$ cat src/pncs_pkg.sv
// shared types, constants and codes for the correspondence search block
// no dependencies
package pncs_pkg;

    localparam int MAX_POINTS_DEF = 1024;
    localparam int COORD_BITS_DEF = 16;
    localparam int NORM_BITS      = 16;
    localparam int INDEX_BITS     = 10;
    localparam int CFG_DATA_BITS  = 32;
    localparam int CFG_INDEX_BITS = 1;

    localparam logic [31:0] RADIUS_SQ_RESET  = 32'd94372;
    localparam logic [30:0] MIN_COS_SQ_RESET = 31'd1073741781;

    localparam logic [CFG_INDEX_BITS-1:0] CFG_RADIUS_SQ  = 1'b0;
    localparam logic [CFG_INDEX_BITS-1:0] CFG_MIN_COS_SQ = 1'b1;

    typedef enum logic [1:0] {
        ACT_CLEAR  = 2'd0,
        ACT_APPEND = 2'd1,
        ACT_QUERY  = 2'd2,
        ACT_NONE   = 2'd3
    } action_t;

    typedef enum logic [2:0] {
        ST_DONE     = 3'd0,
        ST_FULL     = 3'd1,
        ST_NO_MATCH = 3'd2,
        ST_DISAGREE = 3'd3,
        ST_MATCHED  = 3'd4
    } status_t;

    typedef struct packed {
        logic [1:0]                     action;
        logic signed [COORD_BITS_DEF-1:0] pos_x;
        logic signed [COORD_BITS_DEF-1:0] pos_y;
        logic signed [NORM_BITS-1:0]    norm_x;
        logic signed [NORM_BITS-1:0]    norm_y;
    } in_item_t;

    typedef struct packed {
        logic [2:0]                     status;
        logic [INDEX_BITS-1:0]          match_index;
        logic signed [COORD_BITS_DEF-1:0] match_x;
        logic signed [COORD_BITS_DEF-1:0] match_y;
    } out_item_t;

endpackage

$ cat src/pncs_front.sv
// front end: input register stage, command queue of depth two
// depends on pncs_pkg
module pncs_front
(
    input  logic               clk,
    input  logic               rst_n,
    input  logic               in_valid,
    output logic               in_ready,
    input  pncs_pkg::in_item_t in_item,
    output logic               cmd_valid,
    input  logic               cmd_ready,
    output pncs_pkg::in_item_t cmd_item
);

    pncs_pkg::in_item_t q_reg [2];
    logic               wr_ptr_reg;
    logic               rd_ptr_reg;
    logic [1:0]         cnt_reg;
    logic               push;
    logic               pop;

    assign in_ready  = (cnt_reg != 2'd2);
    assign cmd_valid = (cnt_reg != 2'd0);
    assign cmd_item  = q_reg[rd_ptr_reg];
    assign push      = in_valid && in_ready;
    assign pop       = cmd_valid && cmd_ready;

    always_ff @(posedge clk)
    begin
        if (push)
        begin
            q_reg[wr_ptr_reg] <= in_item;
        end
    end

    always_ff @(posedge clk or negedge rst_n)
    begin
        if (!rst_n)
        begin
            wr_ptr_reg <= 1'b0;
            rd_ptr_reg <= 1'b0;
            cnt_reg    <= 2'd0;
        end
        else
        begin
            if (push)
            begin
                wr_ptr_reg <= ~wr_ptr_reg;
            end
            if (pop)
            begin
                rd_ptr_reg <= ~rd_ptr_reg;
            end
            cnt_reg <= cnt_reg + {1'b0, push} - {1'b0, pop};
        end
    end

    a_no_overflow: assert property (@(posedge clk) disable iff (!rst_n)
        cnt_reg == 2'd2 |-> !push)
        else $error("queue overflow");
    a_no_underflow: assert property (@(posedge clk) disable iff (!rst_n)
        cnt_reg == 2'd0 |-> !pop)
        else $error("queue underflow");
    a_count_move: assert property (@(posedge clk) disable iff (!rst_n)
        (push && !pop) |=> cnt_reg == $past(cnt_reg) + 2'd1)
        else $error("queue count lost a push");

endmodule

$ cat config.mk
export PLATFORM = sky130hd
export DESIGN_NAME = pncs_front
export DESIGN_NICKNAME = d
export VERILOG_FILES = /design/src/pncs_pkg.sv /design/src/pncs_front.sv
export SDC_FILE = /design/constraint.sdc
export NUM_CORES = 1
export LEC_CHECK = 0
export ABC_AREA = 1
export BUFFER_PORTS_ARGS = -buffer_cell sky130_fd_sc_hd__buf_2
export CAP_MARGIN = 0
export CORE_ASPECT_RATIO = 0.7
export CORE_MARGIN = 2
export CORE_UTILIZATION = 35
export CTS_CLUSTER_DIAMETER = 60
export CTS_CLUSTER_SIZE = 14
export DETAILED_ROUTE_END_ITERATION = 8
export GPL_TIMING_DRIVEN = 0
export PLACE_DENSITY_LB_ADDON = 0.3
export REMOVE_ABC_BUFFERS = 1
export SYNTH_ARGS = -nofsm -noshare
export SYNTH_HDL_FRONTEND = slang
export SYNTH_SLANG_ARGS = --single-unit
$ cat constraint.sdc
create_clock -name clk -period 8.6 [get_ports clk]
set_clock_uncertainty 0.1 [all_clocks]
set_input_delay 1.29 -clock clk [delete_from_list [all_inputs] [get_ports clk]]
set_output_delay 1.29 -clock clk [all_outputs]
set_load 0.05 [all_outputs]
### Word-level counts from Yosys, hierarchy flattened

Memory sizes are Yosys's and may differ from the RTL's.
Index checks and enable logic that the tools add are counted.

* word-level logic and storage cells: 14
* bits of input ports: 70
* memories: 1
* register bits after elaboration: 4
* memory bits (writable): 132

Memories
* q_reg: words 2, width 66, rd ports 1, clocked after memory_dff 0, write ports 1, line pncs_front.sv:15 `pncs_pkg::in_item_t q_reg [2];`

* muxes and demuxes: 2
* equality and inequality tests: 1
* reduce and logical (&&, ||, !) cells: 3
* add/subtract/negate cells: 2
* bitwise gates (word level): 2

Operators by type and width (number)
* 2-bit by 1-bit adder with 2-bit output: 1
* 1-bit logical AND: 2
* 1-bit two-way mux: 2
* 2-bit inequality test (second input constant): 1
* 1-bit inverter: 2
* 2-bit nonzero test: 1
* 2-bit by 1-bit subtractor with 2-bit output: 1

### Longest topological paths before layout

* word-level depth: 4
* mapped depth: 10
* mapped depth without buffers: 10

### Worst setup path before layout

OpenSTA, ideal clock, no wires.

* path type: input to register
* from: in in_valid
* to: mem q_reg[1][0] in the netlist's numbering (enable)
* cell stages on the path: 2
* data arrival time: 4.160 ns
* path slack: 3.850 ns
* data required time: 8.009 ns
* setup time: 0.491 ns
* path buffers: 0
* cell sequence: nand2_1 -> nor2_1

* longest elaborated chain between the ends: 3

RTL lines
* from (decl): line pncs_front.sv:7 `input logic in_valid,`
* 1-bit logical AND: line pncs_front.sv:25 `assign push = in_valid && in_ready;`
* 1-bit two-way mux: line pncs_front.sv:30 `if (push)`
* 1-bit two-way mux (implied by the code): line pncs_front.sv:32 `q_reg[wr_ptr_reg] <= in_item;`
* to (decl): line pncs_front.sv:15

No other way between the ends.

==> impl_results.md <==
* Synthesis Warnings at 0
* Core area at 14000 um2
* DRC Markers at 0
* N_diodes at 0
* Final Setup Violations at 0
* Worst-skew pair later-pin latency at ~0.4 ns
* Period minus WS final at 4.18 ns
* Clock transition at path regs at 0.06 ns
* R2R setup slack at 6.39 ns
* Crit end category: output pin
* Rows at 36
* Final Hold Viols at 0
* Setup TNS at 0 ns
* Unique masters post-synth at 11
* Total wire length at 9860 um
* Arrival time worst endpoint at roughly 2.8 ns
* Pins Over Slew Limit at 0
* H-tree levels at 4
* Largest register FFs at 132
* Initial Util at 0.360
* Post-synthesis register bit count at 136
* Delay of the slowest critical-path stage at 0.85 ns
* TritonCTS clock tree: built
* Slew Limit Headroom at 0.185
* Detail Route Antenna Nets at 0
* Most used cell, CP: nand2_1
* RSZ-0062 raised after global routing: no
* Sequential area share after synthesis at 0.806
* Crit path max-delay family: buffers and inverters
* Die area at 15400 um2
* DRT Pass-1 Iters at 4
* Via density at 4.35
* Net total in the final layout at approximately 590
* Worst Tran Pin Value at ~1.2 ns
* Buffers on Ports at roughly 140
* Vias at between 3000 and 4000
* Synth Area per Inst at 13.4 um2
* Fill cells at 1286
* Worst min-delay path class: reg2reg
* Synth Instances at between 300 and 400
* Peak Freq at 0.239 GHz
* Drt wl/cell at 13.6 um
* Worst flop-to-flop path endpoint: rd_ptr_reg
* Post-DP HPWL at 6100 um
* Clock tree buffer depth at 2
* Die height at roughly 100 um
* Top cells by area, synth: edfxtp_1 79%, nand2_1 16%, dfrtp_1 2.0%
* Largest net degree at the start of global routing at 68
* Max FO, Critical Path at between 60 and 70
* Status: finished, final reports clean
* Post-layout worst setup margin at 4.42 ns
* Max Cap Viol at 0
* Setup bufs post-CTS at 0
* Global-route wire length before repair at 15600 um
* Bufs and invs on worst path at 3
* Post-Synthesis Cell Area at 5040 um2
* Synthesis-to-layout area growth at 29.1%
* Commonest non-fill, non-tap cell in the layout: nand2_1
* Most frequent cells in the layout: 211 x nand2_1, 137 x buf_2, 132 x edfxtp_1
* CTS Hold Bufs at 0
* Total gr overflow at 0
* Num ports at between 100 and 150
* Tcrit/Tclk final at 0.486
* Hold endpoint: wr_ptr_reg
* CP max stage cell: inv_2
* CTS-repair resized insts at 0
* Drt first-iter violations at 140
* Root buffer cell: clkbuf_16
* Worst Hold Launch: wr_ptr_reg
* Reg2Reg Depth at 4
* Cell taking the most area after synthesis: edfxtp_1
* Startpoint class of the critical path: flip-flop
* Die Wd at approximately 150 um
* Gpl congestion at 0.725
* Vias in the first global route at roughly 3100
* Setup CP Type: reg2out
* Req. time, crit path at roughly 7.2 ns
* Cts bufs inserted at 17
* Synth top area share at 0.786
* Worst path cell trace: buf_12 -> inv_2 -> nand2_1 -> nand2_1 -> buf_2
* Fraction of layout cells with a size suffix above 1 at 0.325
* Critical R2R Launch: rd_ptr_reg
* Clk sink count at 136
* Number of cells on the worst hold path at 2
* Initial antenna violation count at 0
* DP Worst Slack at roughly 4.8 ns
* GRT Resource Usage Total at 0.134
-- Yosys cell counts --
| cell | count |
|---|---|
| buf_2 | 8 |
| buf_4 | 2 |
| buf_6 | 5 |
| dfrtp_1 | 4 |
| edfxtp_1 | 132 |
| ha_1 | 2 |
| inv_1 | 8 |
| inv_2 | 1 |
| nand2_1 | 211 |
| nand3_1 | 3 |
| nor2_1 | 1 |
-- worst max path at each step --
stage          slack, ns       start      endpoint  cells after the start
2_1_floorplan       3.85    in_valid   q_reg[1][0]                      2
4_1_cts             4.31  rd_ptr_reg  cmd_item[52]                      5
5_1_grt             4.16  rd_ptr_reg  cmd_item[47]                      5
6_report            4.42  rd_ptr_reg  cmd_item[47]                      5
3_5_place_dp        4.75  rd_ptr_reg  cmd_item[52]                      5
3_3_place_gp        2.18    in_valid   q_reg[1][2]                      3
-- cell families after synthesis --
family | synth area share
AND/OR/NAND/NOR | 0.161
buffers and inverters | 0.0288
adder cells (fa/ha/maj) | 0.00496
flip-flops | 0.806
-- per-layer routing --
metal	part of all wire	GRT usage	vias to the layer above	wire length [um]
met4	0.0089	0.0433	0	88
met1	0.44	0.160	1465	4350
met2	0.45	0.214	116	4480
met3	0.096	0.0632	8	946
li1	-	-	1553	-
met5	0	0	-	0
-- final cells by class --
type | instances | area, um2 | share of cell area
clock buffer | 17 | 425 | 0.0653
tap | 190 | 238 | 0.0365
sequential | 136 | 4070 | 0.624
clock inverter | 14 | 158 | 0.0242
inverter | 9 | 36.3 | 0.00557
timing repair buffer | 140 | 746 | 0.115
multi-input combinational | 217 | 843 | 0.130
-- stage by stage --
step / area (um2) / util / hold slack, ns / instances
floorplan: 4930 / - / 0.342 / 362
global placement: 5860 / 0.418 / 0.353 / 689
detailed placement: 5930 / 0.423 / 0.358 / 692
CTS: 6510 / 0.465 / 0.374 / 723
global route: 6510 / 0.465 / 0.426 / 723
finish: 6510 / 0.465 / 0.377 / 723
-- tightest hold or removal path: cells and delay by family, from the launching register on --
family	cells	cell delay (ns)
simple gates	2	0.10
flops	1	0.34
Power is not shown: default switching activity piles up to over one toggle a cycle in this logic, so the estimate is an artifact.
